[config.mk]
export PLATFORM = sky130hd
export DESIGN_NAME = crlf_line_deframer_unit
export DESIGN_NICKNAME = d
export VERILOG_FILES = /design/src/rtl/clfd_pkg.sv /design/src/rtl/clfd_parse.sv /design/src/rtl/crlf_line_deframer_unit.sv
export SDC_FILE = /design/constraint.sdc
export NUM_CORES = 1
export LEC_CHECK = 0
export BUFFER_PORTS_ARGS = -buffer_cell sky130_fd_sc_hd__buf_2
export CORE_MARGIN = 5
export CORE_UTILIZATION = 45
export CTS_CLUSTER_DIAMETER = 200
export DETAILED_ROUTE_END_ITERATION = 12
export PLACE_DENSITY = 0.66
export SLEW_MARGIN = 40
export SYNTH_ARGS = -nofsm -noshare
export SYNTH_HDL_FRONTEND = slang
export SYNTH_SLANG_ARGS = --single-unit
[constraint.sdc]
create_clock -name clk -period 2.4 [get_ports clk]
set_input_delay 0 -clock clk [delete_from_list [all_inputs] [get_ports clk]]
set_output_delay 0 -clock clk [all_outputs]
set_load 0.1 [all_outputs]
[src/rtl/clfd_pkg.sv]
`timescale 1ns / 1ps

package clfd_pkg;

  // Line limit and widths.
  localparam int unsigned LINE_BYTES = 512;
  localparam int unsigned FILL_W     = 10;
  localparam logic [FILL_W-1:0] LINE_LIMIT = FILL_W'(LINE_BYTES);

  // Line terminator characters.
  localparam logic [7:0] CHAR_CR = 8'd13;
  localparam logic [7:0] CHAR_LF = 8'd10;

  // Parser modes.
  localparam logic [1:0] MODE_COPY = 2'd0;
  localparam logic [1:0] MODE_SKIP = 2'd1;
  localparam logic [1:0] MODE_DROP = 2'd2;

  // One received byte.
  typedef struct packed {
    logic [7:0] data_byte;
    logic       chunk_end;
  } in_t;

  // One line byte or appended terminator.
  typedef struct packed {
    logic [7:0] out_byte;
    logic       line_end;
    logic       overflowed;
  } out_t;

  // The results that one byte causes, in order.
  typedef struct packed {
    logic first_valid;
    logic second_valid;
    out_t first;
    out_t second;
  } res_t;

endpackage

[src/rtl/clfd_parse.sv]
`timescale 1ns / 1ps

module clfd_parse (
  input  clfd_pkg::in_t               item,
  input  logic [clfd_pkg::FILL_W-1:0] line_fill,
  input  logic [1:0]                  parse_mode,
  output logic [clfd_pkg::FILL_W-1:0] line_fill_next,
  output logic [1:0]                  parse_mode_next,
  output clfd_pkg::res_t              res
);

  logic is_crlf;
  logic do_copy;

  assign is_crlf = (item.data_byte == clfd_pkg::CHAR_CR) ||
                   (item.data_byte == clfd_pkg::CHAR_LF);

  // Decide whether this byte is handled as part of a line.
  always_comb begin
    do_copy = 1'b0;
    unique case (parse_mode)
      clfd_pkg::MODE_SKIP: do_copy = !is_crlf;
      clfd_pkg::MODE_DROP: do_copy = 1'b0;
      default:             do_copy = 1'b1;
    endcase
  end

  // Copy step, mode changes and the chunk end reset of the mode.
  always_comb begin
    line_fill_next  = line_fill;
    parse_mode_next = parse_mode;
    res             = '0;
    if (do_copy) begin
      if (line_fill >= clfd_pkg::LINE_LIMIT) begin
        res.first_valid  = 1'b1;
        res.second_valid = 1'b1;
        res.first        = '{out_byte: clfd_pkg::CHAR_CR, line_end: 1'b0, overflowed: 1'b1};
        res.second       = '{out_byte: clfd_pkg::CHAR_LF, line_end: 1'b1, overflowed: 1'b1};
        line_fill_next   = '0;
        parse_mode_next  = is_crlf ? clfd_pkg::MODE_SKIP : clfd_pkg::MODE_DROP;
      end else if (is_crlf) begin
        res.first_valid  = 1'b1;
        res.second_valid = 1'b1;
        res.first        = '{out_byte: clfd_pkg::CHAR_CR, line_end: 1'b0, overflowed: 1'b0};
        res.second       = '{out_byte: clfd_pkg::CHAR_LF, line_end: 1'b1, overflowed: 1'b0};
        line_fill_next   = '0;
        parse_mode_next  = clfd_pkg::MODE_SKIP;
      end else begin
        res.first_valid  = 1'b1;
        res.first        = '{out_byte: item.data_byte, line_end: 1'b0, overflowed: 1'b0};
        line_fill_next   = line_fill + 1'b1;
        parse_mode_next  = clfd_pkg::MODE_COPY;
      end
    end else if (parse_mode == clfd_pkg::MODE_DROP && is_crlf) begin
      parse_mode_next = clfd_pkg::MODE_SKIP;
    end
    if (item.chunk_end) begin
      parse_mode_next = clfd_pkg::MODE_COPY;
    end
  end

endmodule

[src/rtl/crlf_line_deframer_unit.sv]
`timescale 1ns / 1ps

// Splits a received byte stream into CR LF terminated lines. Bytes enter one per
// cycle, unless in_stall holds them, into an input register, are parsed in a
// single pass and leave through a result register. A byte that closes a line
// yields two items (CR, then LF) that share the one result register, so it holds
// the input until the LF has moved into the result register. Lines that reach
// LINE_BYTES data bytes are closed with the overflowed flag and the rest dropped.
module crlf_line_deframer_unit (
  input  logic           clk,
  input  logic           rst,
  input  logic           in_valid,
  output logic           in_stall,
  input  clfd_pkg::in_t  in_data,
  output logic           out_valid,
  input  logic           out_stall,
  output clfd_pkg::out_t out_data
);

  logic                        in_q_valid;
  clfd_pkg::in_t               in_q;
  logic [clfd_pkg::FILL_W-1:0] line_fill;
  logic [clfd_pkg::FILL_W-1:0] line_fill_next;
  logic [1:0]                  parse_mode;
  logic [1:0]                  parse_mode_next;
  clfd_pkg::res_t              res;
  logic                        hold_valid;
  clfd_pkg::out_t              hold_item;
  logic                        pop;
  logic                        advance;

  clfd_parse u_parse (
    .item            (in_q),
    .line_fill       (line_fill),
    .parse_mode      (parse_mode),
    .line_fill_next  (line_fill_next),
    .parse_mode_next (parse_mode_next),
    .res             (res)
  );

  // The parsed byte moves on when both of its results fit behind the output.
  assign pop      = out_valid && !out_stall;
  assign advance  = in_q_valid && !hold_valid && (!out_valid || pop);
  assign in_stall = in_q_valid && !advance;

  // Control state.
  always_ff @(posedge clk) begin
    if (rst) begin
      in_q_valid <= 1'b0;
      out_valid  <= 1'b0;
      hold_valid <= 1'b0;
      line_fill  <= '0;
      parse_mode <= clfd_pkg::MODE_COPY;
    end else begin
      if (in_valid && !in_stall) begin
        in_q_valid <= 1'b1;
      end else if (advance) begin
        in_q_valid <= 1'b0;
      end
      if (advance) begin
        line_fill  <= line_fill_next;
        parse_mode <= parse_mode_next;
      end
      if (hold_valid && pop) begin
        hold_valid <= 1'b0;
      end else if (advance) begin
        out_valid  <= res.first_valid;
        hold_valid <= res.second_valid;
      end else if (pop) begin
        out_valid <= 1'b0;
      end
    end
  end

  // Payload registers.
  always_ff @(posedge clk) begin
    if (in_valid && !in_stall) begin
      in_q <= in_data;
    end
    if (hold_valid && pop) begin
      out_data <= hold_item;
    end else if (advance) begin
      out_data  <= res.first;
      hold_item <= res.second;
    end
  end

  // A waiting second item always sits behind a shown first one.
  a_hold_behind_out: assert property (@(posedge clk) disable iff (rst)
    hold_valid |-> out_valid)
    else $error("second item held without a first item");

  // The held item is always the closing LF.
  a_hold_is_lf: assert property (@(posedge clk) disable iff (rst)
    hold_valid |-> (hold_item.line_end && hold_item.out_byte == clfd_pkg::CHAR_LF))
    else $error("held item is not a closing LF");

  // The line fill never runs past the limit.
  a_fill_bound: assert property (@(posedge clk) disable iff (rst)
    line_fill <= clfd_pkg::LINE_LIMIT)
    else $error("line fill beyond limit");

  // The parser never rests in the unused mode.
  a_mode_used: assert property (@(posedge clk) disable iff (rst)
    parse_mode != 2'd3)
    else $error("parser in unused mode");

endmodule
## After elaboration in Yosys (flattened, before gate mapping)

Index checks and enable logic that the tools add are counted.

| storage, ports and cells | value |
|---|---|
| register bits after elaboration | 44 |
| output and inout port bits | 12 |
| word-level logic and storage cells | 67 |

| cells by class | value |
|---|---|
| add/sub/neg operators | 1 |
| order comparisons | 1 |
| equal/unequal tests | 4 |
| muxes and demuxes | 20 |
| bitwise logic cells | 2 |
| reductions and logical operators | 25 |

Operators with widths:

| operator | number |
|---|---|
| $mux 10 | 5 |
| $mux 22 | 1 |
| $mux 21 | 1 |
| $eq 8x4->1 const B | 2 |
| $add 10x1->10 const B | 1 |
| $ge 10x10->1 const B | 1 |
| $mux 2 | 5 |
| $reduce_and 2->1 | 4 |
| $logic_and 1x1->1 | 7 |
| $logic_not 1->1 | 6 |
| $mux 1 | 6 |
| $mux 6 | 1 |
| $reduce_bool 2->1 | 3 |
| $reduce_or 2->1 | 2 |
| $reduce_bool 3->1 | 1 |
| $eq 2x1->1 const B | 1 |
| $eq 2x2->1 const B | 1 |
| $logic_or 1x1->1 | 2 |
| $not 1->1 | 2 |
| $pmux 1 s2 | 1 |

## Depth between registers and ports, before layout

Gate-level depths: netlist (run 1).

| logic depth | value |
|---|---|
| word-level depth | 9 |
| mapped depth | 6 |
| gate-level depth less buffers | 6 |

## Hierarchy

From an unflattened synthesis (run 1), not the netlist that was laid out.

| unflattened totals | value |
|---|---|
| cell total of the unflattened synthesis | 202 |
| area total of the unflattened synthesis | 2,336.0 µm² |

By module, submodules not included:

| module | instances | cells each | area an instance (µm²) | sequential area each (µm²) |
|---|---|---|---|---|
| crlf_line_deframer_unit | 1 | 114 | 1,722.9 | 1,171.1 |
| clfd_parse | 1 | 88 | 613.1 | 0.0 |

## Least setup slack after synthesis (run 1)

OpenSTA, ideal clock, no wires.

| timing | value |
|---|---|
| kind | register -> register |
| from | reg out_valid |
| to | reg in_q[0] (netlist bit), enable pin |
| arrival | 2.500 ns |
| required time | 2.058 ns |
| setup slack | -0.442 ns |
| cell stages (with the launch flop) | 5 |
| path buffers | 0 |
| path through | dfxtp_1 -> nand2_1 -> nand3b_1 -> and2_1 -> nor2b_1 |

| between the ends | value |
|---|---|
| longest elaborated chain between the ends | 7 |
| elaborated cells on any way between the ends | 8 |
| those cells by class | reduce/logical (8) |

RTL lines:

| element | RTL line | source |
|---|---|---|
| start: declaration | crlf_line_deframer_unit.sv:15 | `output logic out_valid,` |
| start signal: assignment | crlf_line_deframer_unit.sv:67 | `out_valid <= res.first_valid;` |
| $logic_not 1->1 / $logic_and 1x1->1 (equally long branches) | crlf_line_deframer_unit.sv:43, crlf_line_deframer_unit.sv:42 |  |
| $logic_or 1x1->1 (*) | crlf_line_deframer_unit.sv:43 | `assign advance = in_q_valid && !hold_valid && (!out_valid \|\| pop);` |
| $logic_and 1x1->1 (*) | crlf_line_deframer_unit.sv:43 |  |
| $logic_not 1->1 (*) | crlf_line_deframer_unit.sv:44 | `assign in_stall = in_q_valid && !advance;` |
| $logic_and 1x1->1 (*) | crlf_line_deframer_unit.sv:44 |  |
| via in_stall | crlf_line_deframer_unit.sv:13 | `output logic in_stall,` |
| $logic_not 1->1 (*) | crlf_line_deframer_unit.sv:77 | `if (in_valid && !in_stall) begin` |
| $logic_and 1x1->1 (*) | crlf_line_deframer_unit.sv:77 |  |
| end signal: assignment | crlf_line_deframer_unit.sv:78 | `in_q <= in_data;` |
| end: declaration | crlf_line_deframer_unit.sv:21 | `clfd_pkg::in_t in_q;` |

The timed path passes the listed nets; every way through them passes the cells marked *.
A chain may end at the register's enable or synchronous reset.

## Worst setup path in the final report (run 1)

| timing | value |
|---|---|
| from | reg in_q[3] (netlist bit) |
| to | reg line_fill[6] (netlist bit) |

| between the ends | value |
|---|---|
| longest elaborated chain between the ends | 5 |
| elaborated cells on any way between the ends | 8 |
| those cells by class | eq/ne (2); mux (3); reduce/logical (3) |

RTL lines:

| element | RTL line | source |
|---|---|---|
| $eq 8x4->1, on equally long branches | clfd_parse.sv:15, clfd_parse.sv:16 |  |
| $logic_or 1x1->1 (*) | clfd_parse.sv:15 | `assign is_crlf = (item.data_byte == clfd_pkg::CHAR_CR) \|\|` |
| $logic_not 1->1 | clfd_parse.sv:22 | `clfd_pkg::MODE_SKIP: do_copy = !is_crlf;` |
| $pmux 1 s2 | clfd_parse.sv:21 | `unique case (parse_mode)` |
| $reduce_and 2->1 (no line) | n/a |  |
| end signal: assignment | crlf_line_deframer_unit.sv:61 | `line_fill <= line_fill_next;` |
| end: declaration | crlf_line_deframer_unit.sv:22 | `logic [clfd_pkg::FILL_W-1:0] line_fill;` |

Mark *: on every way between the ends. The rest lies on a longest branch, timed or not.

==> flow_summary.toml, run 1 <==
[synth]
synthTopCellsByArea = "edfxtp_1 40%, dfxtp_1 19%, nand2_1 3.1%"
synth.top_cell.area_share = 0.398
syn_avg_cell_area_um2 = 11.2
synthesis.area_um2 = 1580
synth_area_leader_cell = "edfxtp_1"
synth-async-reset-ratio = 0
synthFlopType = "edfxtp_1"
syn-num-nets = 156
yosysWarnings = 0
synth_edf_count = 21
seq_area_frac_synth = 0.588
synth_cell_types = 41
synthCells = 141
ys_seq_elements = 36

[die]
die_h_um = 69.3
dieArea_um2 = 4810
num_io_pins = 25
die_w_um = 69.3
placementRows = 21
initial_core_util = 0.471
core_area_um2 = 3360

[detailed_routing]
dr.first_iter.drc_count = 59
via_per_inst = 5.31
drt_drc_violations_left = 0
dr.pass1.iters = 4
vias = 1210
drtAntennaViolNets = 0
routed_wl_um = 3280
wl_per_cell_um = 14.4

[setup_path]
r2r_end = "line_fill[6]"
cp.arrival_ns = 2.46
setup.worst_path.class = "flop to flop"
r2r-start = "in_q[3]"
r2r_cells = 5
crit_path_end_kind = "flop"
cp_max_fo = 11
worstPathRequired_ns = 2.64
r2r_slack_ns = 0.17
critPathLaunchType = "flop"
critPathLaunch = "in_q[3]"

[sta]
finalSetupViolCount = 0
worst_pin_slew_ns = 0.591
rsz0062_at_grt = "false"
fin_skew_ns = 0.00804
hold_viol_final = 0
final-max-slew-violation-count = 0
relSlewSlack = 0.603
fin_crit_sh = 0.928
clock.fmax_ghz = 0.449
period_minus_slack_ns = 2.23
fin_hold_ws_ns = 0.0132
fin_tns_setup_ns = 0

[clock_tree]
clock_latency_ns = 0.34
clk_pin_slew_ns = 0.10
cts_sinks = 36
cts_tree = "yes"
cts_root_buf = "clkbuf_4"
htreeDepth = 2
cts_made_buffers = 5
ctsLongestPathBuffers = 2
postCtsResizedCells = 0

[worst_hold_path]
min_to = "line_fill[0]"
worstHoldPathType = "primary input to flop"
hold_depth = 2
holdCritStartpoint = "rst"

[placement]
gp_congestion = 0.830
dpl-instance-area_um2 = 1760
dp_hpwl_um = 2260
io_buffer_count = 24

[power_and_ir_drop]
p_leak_nw = 0.741
power_frac_comb = 0.149
p_per_area_nw_per_um2 = 630
ir_worst_vdd_uv = 392
clockPowerShare = 0.277
pwr-share-seq = 0.574
switchingPower_mw = 0.346
swShare = 0.285
intPower_mw = 0.869

[layout]
antenna_cells = 0
nets = 196
drive_gt1_frac = 0.242
regArea_um2 = 932
final_area_um2 = 1930
fillers = 308
syn2layout_area_growth_pct = 21.8
multi_input_area_um2 = 611

[global_route]
grt_antenna_before_repair = 0
track_usage = 0.149
overflow = 0
grt_pass1_vias = 1267
grt_first_pass_wirelength_um = 5870
grt_max_degree = 17

[status]
status = "complete, no violations"

[run]
max_cap_viol_count = 0
[per-stage QoR]
stage	util	std cells	worst slack [ns]	total power, mW
floorplan	-	141	0.272	0.839
global placement	0.521	209	0.305	0.874
detailed placement	0.523	209	0.223	0.879
CTS	0.574	228	0.205	1.22
global route	0.574	228	0.0212	1.28
finish	0.574	228	0.174	1.22
[repair_timing]
action | in CTS | in global routing
hold buffers | 11 | 0
endpoints found under the hold margin | 11 | 0
setup buffers | 0 | 0
[area by class of cell]
type	count	share of cell area
Multi-Input combinational cell	94	0.316
Sequential cell	36	0.483
Clock buffer	6	0.0266
Inverter	8	0.0156
Tap cell	46	0.0298
Timing Repair Buffer	36	0.123
Clock inverter	2	0.00519
[Yosys cell counts (2+ instances only)]
library cell,n
nor2_1,11
and2_1,2
edfxtp_1,21
nand3_1,9
inv_1,8
or4_1,3
nor2b_1,3
o21ai_0,5
or3_1,2
nand2_1,13
a31oi_1,3
ha_1,2
nand3b_1,3
and2_2,2
nor3b_1,6
a32o_1,2
and3_1,3
a21oi_1,6
dfxtp_1,15
[how the worst max path moves through the flow]
stage / end
2_1_floorplan: in_q[0]
3_3_place_gp: line_fill[6]
3_5_place_dp: line_fill[6]
4_1_cts: line_fill[6]
5_1_grt: line_fill[6]
6_report: line_fill[6]
[cells by family (layout without fill, tap and decap cells)]
group / count (synthesis) / count (layout) / synth area share
adder cells (fa/ha/maj): 2 / 2 / 0.0158
flip-flops: 36 / 36 / 0.588
AND/OR/NAND/NOR: 65 / 65 / 0.233
buffers and inverters: 11 / 52 / 0.0316
multiplexers: 2 / 2 / 0.0134
AO/OA/AOI/OAI: 25 / 25 / 0.118
[registers in the layout (all words and copies together) (netlist names)]
register / flops
in_q_valid: 1
in_q: 9
hold_item: 2
out_valid: 1
out_data: 10
line_fill: 10
hold_valid: 1
parse_mode: 2
[critical path, cell delays in order (launching register included)]
cell	delay [ns]
edfxtp_1	0.43
or3b_4	0.44
a2111oi_4	0.48
or2_1	0.39
o21ai_1	0.12
a32o_1	0.26
[power by group through the flow]
| stage | sequential [mW] | combinational, mW | clock [mW] |
|---|---|---|---|
| global route | 0.701 | 0.192 | 0.382 |
| global placement | 0.710 | 0.164 | 0 |
| detailed placement | 0.712 | 0.167 | 0 |
| CTS | 0.698 | 0.181 | 0.343 |
| floorplan | 0.783 | 0.0557 | 0 |
| finish | 0.698 | 0.181 | 0.337 |
[routing by layer]
metal  routed length, um  global-route usage  up-vias
li1                    -                   -      600
met1                1470               0.191      560
met2                1550               0.242       45
met3                 222              0.0406        5
met4                  39              0.0542        0
met5                   0                   0        -
[layout by cell type (no fill, tap or decap), drive strengths merged, types with 2 or more instances in the layout]
cell,instances
a21oi,6
a31oi,3
a32o,2
and2,4
and3,3
buf,25
clkbuf,6
clkinv,2
dfxtp,15
dlygate4sd3,11
edfxtp,21
ha,2
inv,8
nand2,13
nand3,9
nand3b,3
nor2,11
nor2b,3
nor3b,6
o21ai,7
or3,3
or4,3
(Power assumes the default switching activity.)
==> run 2, diff against run 1 <==
--- a/config.mk
+++ b/config.mk
@@ -10,7 +10,7 @@
 export CORE_UTILIZATION = 45
 export CTS_CLUSTER_DIAMETER = 200
 export DETAILED_ROUTE_END_ITERATION = 12
-export PLACE_DENSITY = 0.66
+export PLACE_DENSITY = 0.68
 export SLEW_MARGIN = 40
 export SYNTH_ARGS = -nofsm -noshare
 export SYNTH_HDL_FRONTEND = slang
==> constraint.sdc (replaced) <==
create_clock -name clk -period 2.01 [get_ports clk]
set_input_delay 0 -clock clk [delete_from_list [all_inputs] [get_ports clk]]
set_output_delay 0 -clock clk [all_outputs]
set_load 0.1 [all_outputs]
==> flow_summary.toml, run 2 (same netlist as run 1, synthesis figures left out) <==
[setup_path]
cp.arrival_ns = 2.12
worstPathRequired_ns = 2.12
crit_buf_inv = 0
path_cells = "or3b_4 > a211o_4 > nor2b_4 > and2_4 > mux2_4"
cp_max_fo = 3
cpMaxStageDelayCell = "or3b_4"
cp_top_family = "simple AND/OR/NAND/NOR gates"
setup.worst_path.class = "flop to flop"
cp_slowest_stage_delay_ns = 0.44
crit_path_end_kind = "flop"
critPathLaunchType = "flop"

[clock_tree]
clk_pin_slew_ns = 0.11
cts_tree = "yes"
ctsLongestPathBuffers = 2
cts_root_buf = "clkbuf_4"
clock_latency_ns = 0.35
htreeDepth = 2
cts_made_buffers = 5
cts_sinks = 36

[detailed_routing]
drtAntennaViolNets = 0
vias = 1263
drt_drc_violations_left = 0
wl_per_cell_um = 14.1
via_per_inst = 5.24
dr.first_iter.drc_count = 81
dr.pass1.iters = 4
routed_wl_um = 3410

[layout]
mostFrequentLayoutCells = "24 x buf_2, 21 x edfxtp_1, 14 x dfxtp_1"
final_common_cell = "buf_2"
nets = 209
syn2layout_area_growth_pct = 31.8
antenna_cells = 0
drive_gt1_frac = 0.344
multi_input_area_um2 = 671
reg.largest.list = "line_fill: 10 flops, out_data: 10 flops, in_q: 9 flops"
regArea_um2 = 932
fillers = 285
final_cells = 241
final_area_um2 = 2090

[run]
max_cap_viol_count = 0

[sta]
final-max-slew-violation-count = 0
clock.fmax_ghz = 0.498
fin_ws_ns = 0.000440
period_minus_slack_ns = 2.01
finalSetupViolCount = 0
worst_pin_slew_ns = 0.636
fin_crit_sh = 1.00
fin_skew_ns = 0.00654
fin_hold_ws_ns = 0.354
rsz0062_at_grt = "true"
fin_tns_setup_ns = 0
hold_viol_final = 0
relSlewSlack = 0.572

[placement]
io_buffer_count = 24
dpl-instance-area_um2 = 1790
gp_congestion = 0.796
dp_slack_ns = -0.0440
dp_hpwl_um = 2230
numPlacedInstances = 214

[status]
status = "complete, no violations"

[global_route]
grt_antenna_before_repair = 0
grt_max_degree = 17
overflow = 0
grt_first_pass_wirelength_um = 5600
track_usage = 0.144
grt_pass1_vias = 1252

[die]
die_h_um = 69.3
placementRows = 21
initial_core_util = 0.471
dieArea_um2 = 4810
die_w_um = 69.3
num_io_pins = 25
core_area_um2 = 3360

[power_and_ir_drop]
clockPowerShare = 0.266
power_frac_comb = 0.159
ir_worst_vdd_uv = 507
intPower_mw = 1.02
swShare = 0.299
pwr-share-seq = 0.575
p_leak_nw = 0.827
switchingPower_mw = 0.433
p_per_area_nw_per_um2 = 694

[worst_hold_path]
worstHoldPathType = "primary input to flop"
-- run 2: power by group through the flow --
stage	registers [mW]	clock network, mW	logic [mW]
final	0.832	0.386	0.230
after global routing	0.837	0.435	0.243
after CTS	0.833	0.393	0.224
after detailed placement	0.850	0	0.201
after global placement	0.847	0	0.198
after floorplan	0.935	0	0.0672
-- run 2: final timing paths --
check                start             to  slack [ns]  depth (start not counted)
max                in_q[3]    out_data[0]      0.0004                          5
min             in_data[3]        in_q[3]        0.35                          2
max reg2reg        in_q[3]    out_data[0]      0.0004                          5
min reg2reg  parse_mode[1]  parse_mode[1]        0.49                          2
-- run 2: layer usage --
layer / global-route usage / part of all wire
met5: 0 / 0
met4: 0.0564 / 0.011
met2: 0.235 / 0.49
met1: 0.174 / 0.45
met3: 0.0464 / 0.050
-- run 2: cell type report --
type / count / share of cell area
flip-flops and latches: 36 / 0.446
multi-input cells: 94 / 0.321
repair buffers: 49 / 0.164
well taps: 46 / 0.0276
clock buffers: 5 / 0.0180
inverters: 8 / 0.0144
clock inverters: 3 / 0.00899
-- run 2: worst reg2reg max path, stage by stage (launching register included) --
cell and delay [ns]:
edfxtp_1 0.42, or3b_4 0.44, a211o_4 0.37, nor2b_4 0.14
and2_4 0.15, mux2_4 0.25
-- run 2: metrics by stage --
| step | utilization | power, mW |
|---|---|---|
| 2_1_floorplan | - | 1.00 |
| 3_3_place_gp | 0.533 | 1.05 |
| 3_5_place_dp | 0.533 | 1.05 |
| 4_1_cts | 0.597 | 1.45 |
| 5_1_grt | 0.621 | 1.51 |
| 6_report | 0.621 | 1.45 |
-- run 2: repair_timing --
action                                 4_1_cts  5_1_grt
pin swaps                                    3       14
setup endpoints to repair                    6        6
hold buffers                                12        0
buffers inserted                             2        6
endpoints found under the hold margin       12        0
resized for setup                            6       11
==> run 3, diff against run 2 <==
--- a/config.mk
+++ b/config.mk
@@ -6,7 +6,7 @@
 export NUM_CORES = 1
 export LEC_CHECK = 0
 export BUFFER_PORTS_ARGS = -buffer_cell sky130_fd_sc_hd__buf_2
-export CORE_MARGIN = 5
+export CORE_MARGIN = 4
 export CORE_UTILIZATION = 45
 export CTS_CLUSTER_DIAMETER = 200
 export DETAILED_ROUTE_END_ITERATION = 12
==> flow_summary.toml, run 3 (same netlist as run 1, synthesis figures left out) <==
[sta]
clock.fmax_ghz = 0.482
finalSetupViolCount = 1
fin_skew_ns = 0.00860
fin_hold_ws_ns = 0.360
worst_pin_slew_ns = 0.596
hold_viol_final = 0
fin_ws_ns = -0.0628
relSlewSlack = 0.599
final-max-slew-violation-count = 0
period_minus_slack_ns = 2.07
fin_crit_sh = 1.03
rsz0062_at_grt = "true"

[power_and_ir_drop]
swShare = 0.292
pwr-share-seq = 0.584
p_leak_nw = 0.805
switchingPower_mw = 0.416
ir_worst_vdd_uv = 452
power_frac_comb = 0.157
p_per_area_nw_per_um2 = 691
intPower_mw = 1.01
clockPowerShare = 0.259

[layout]
final_common_cell = "buf_2"
mostFrequentLayoutCells = "24 x buf_2, 21 x edfxtp_1, 14 x dfxtp_1"
reg.largest.list = "line_fill: 10 flops, out_data: 10 flops, in_q: 9 flops"
final_area_um2 = 2070
final_cells = 238
nets = 206
syn2layout_area_growth_pct = 30.4
antenna_cells = 0
final_util = 0.614
drive_gt1_frac = 0.323

[die]
die_w_um = 67.3
die_h_um = 67.3
placementRows = 21
core_area_um2 = 3360
num_io_pins = 25
dieArea_um2 = 4530
initial_core_util = 0.471

[detailed_routing]
dr.pass1.iters = 4
dr.first_iter.drc_count = 62
vias = 1256
drt_drc_violations_left = 0
wl_per_cell_um = 13.6
via_per_inst = 5.28
drtAntennaViolNets = 0
routed_wl_um = 3230

[setup_path]
critPathLaunchType = "flop"
setup.worst_path.class = "flop to flop"
cp_max_fo = 10
crit_buf_inv = 0
cpMaxStageDelayCell = "or4_4"
crit_path_end_kind = "flop"
path_cells = "nor2b_1 > nor4bb_1 > nand2_2 > or4_4 > a21oi_2"
worstPathRequired_ns = 2.28
cp_top_family = "simple AND/OR/NAND/NOR gates"
cp_slowest_stage_delay_ns = 0.57
cp.arrival_ns = 2.34

[clock_tree]
cts_sinks = 36
htreeDepth = 2
cts_root_buf = "clkbuf_4"
cts_tree = "yes"
clk_pin_slew_ns = 0.10
cts_made_buffers = 5
clock_latency_ns = 0.34
ctsLongestPathBuffers = 2

[global_route]
grt_pass1_vias = 1182
overflow = 0
track_usage = 0.158
grt_max_degree = 17
grt_antenna_before_repair = 0
grt_first_pass_wirelength_um = 5280

[worst_hold_path]
worstHoldPathType = "primary input to flop"

[status]
status = "finished with violations"
violations = "setup timing"

[placement]
dp_hpwl_um = 2190
io_buffer_count = 24
dpl-instance-area_um2 = 1800
gp_congestion = 0.799
numPlacedInstances = 215
dp_slack_ns = -0.0277

[run]
max_cap_viol_count = 0
==> run 3: per-layer routing <==
metal  global-route usage  part of all wire  vias up
met5                    0                 0        -
met4               0.0684             0.015        0
met3               0.0549             0.053        5
met2                0.242              0.47       33
met1                0.202              0.46      597
li1                     -                 -      621
==> run 3: through the flow <==
step	power, mW	TNS [ns]
6_report	1.43	-0.0628
3_3_place_gp	1.05	0
3_5_place_dp	1.05	-0.0469
4_1_cts	1.43	-0.0186
5_1_grt	1.49	-0.527
2_1_floorplan	1.00	0
==> run 3: path summary, 6_finish.rpt <==
check	cells after the start	slack, ns	start	endpoint
hold reg to reg	2	0.48	parse_mode[1]	parse_mode[1]
setup / recovery	5	-0.06	parse_mode[1]	line_fill[9]
hold / removal	2	0.36	in_data[4]	in_q[4]
setup reg to reg	5	-0.06	parse_mode[1]	line_fill[9]
==> run 3: layout make-up <==
type / instances / area, um2
Clock buffer: 6 / 41.3
Clock inverter: 2 / 11.3
Fill cell: 283 / 1300
Tap cell: 46 / 57.6
Timing Repair Buffer: 46 / 327
Multi-Input combinational cell: 94 / 667
Sequential cell: 36 / 932
Inverter: 8 / 30.0
==> run 3: repair_timing <==
item	CTS	global route
endpoints found under the setup margin	4	7
hold buffers	12	0
hold endpoints to repair	13	0
pin swaps	3	12
buffers inserted	0	4
resized for setup	1	18
==> run 3: power groups by stage <==
stage	registers [mW]	logic, mW	clock network [mW]
after detailed placement	0.849	0.203	0
final	0.833	0.224	0.369
after CTS	0.832	0.221	0.380
after global placement	0.847	0.199	0
after floorplan	0.935	0.0672	0
after global routing	0.837	0.238	0.413
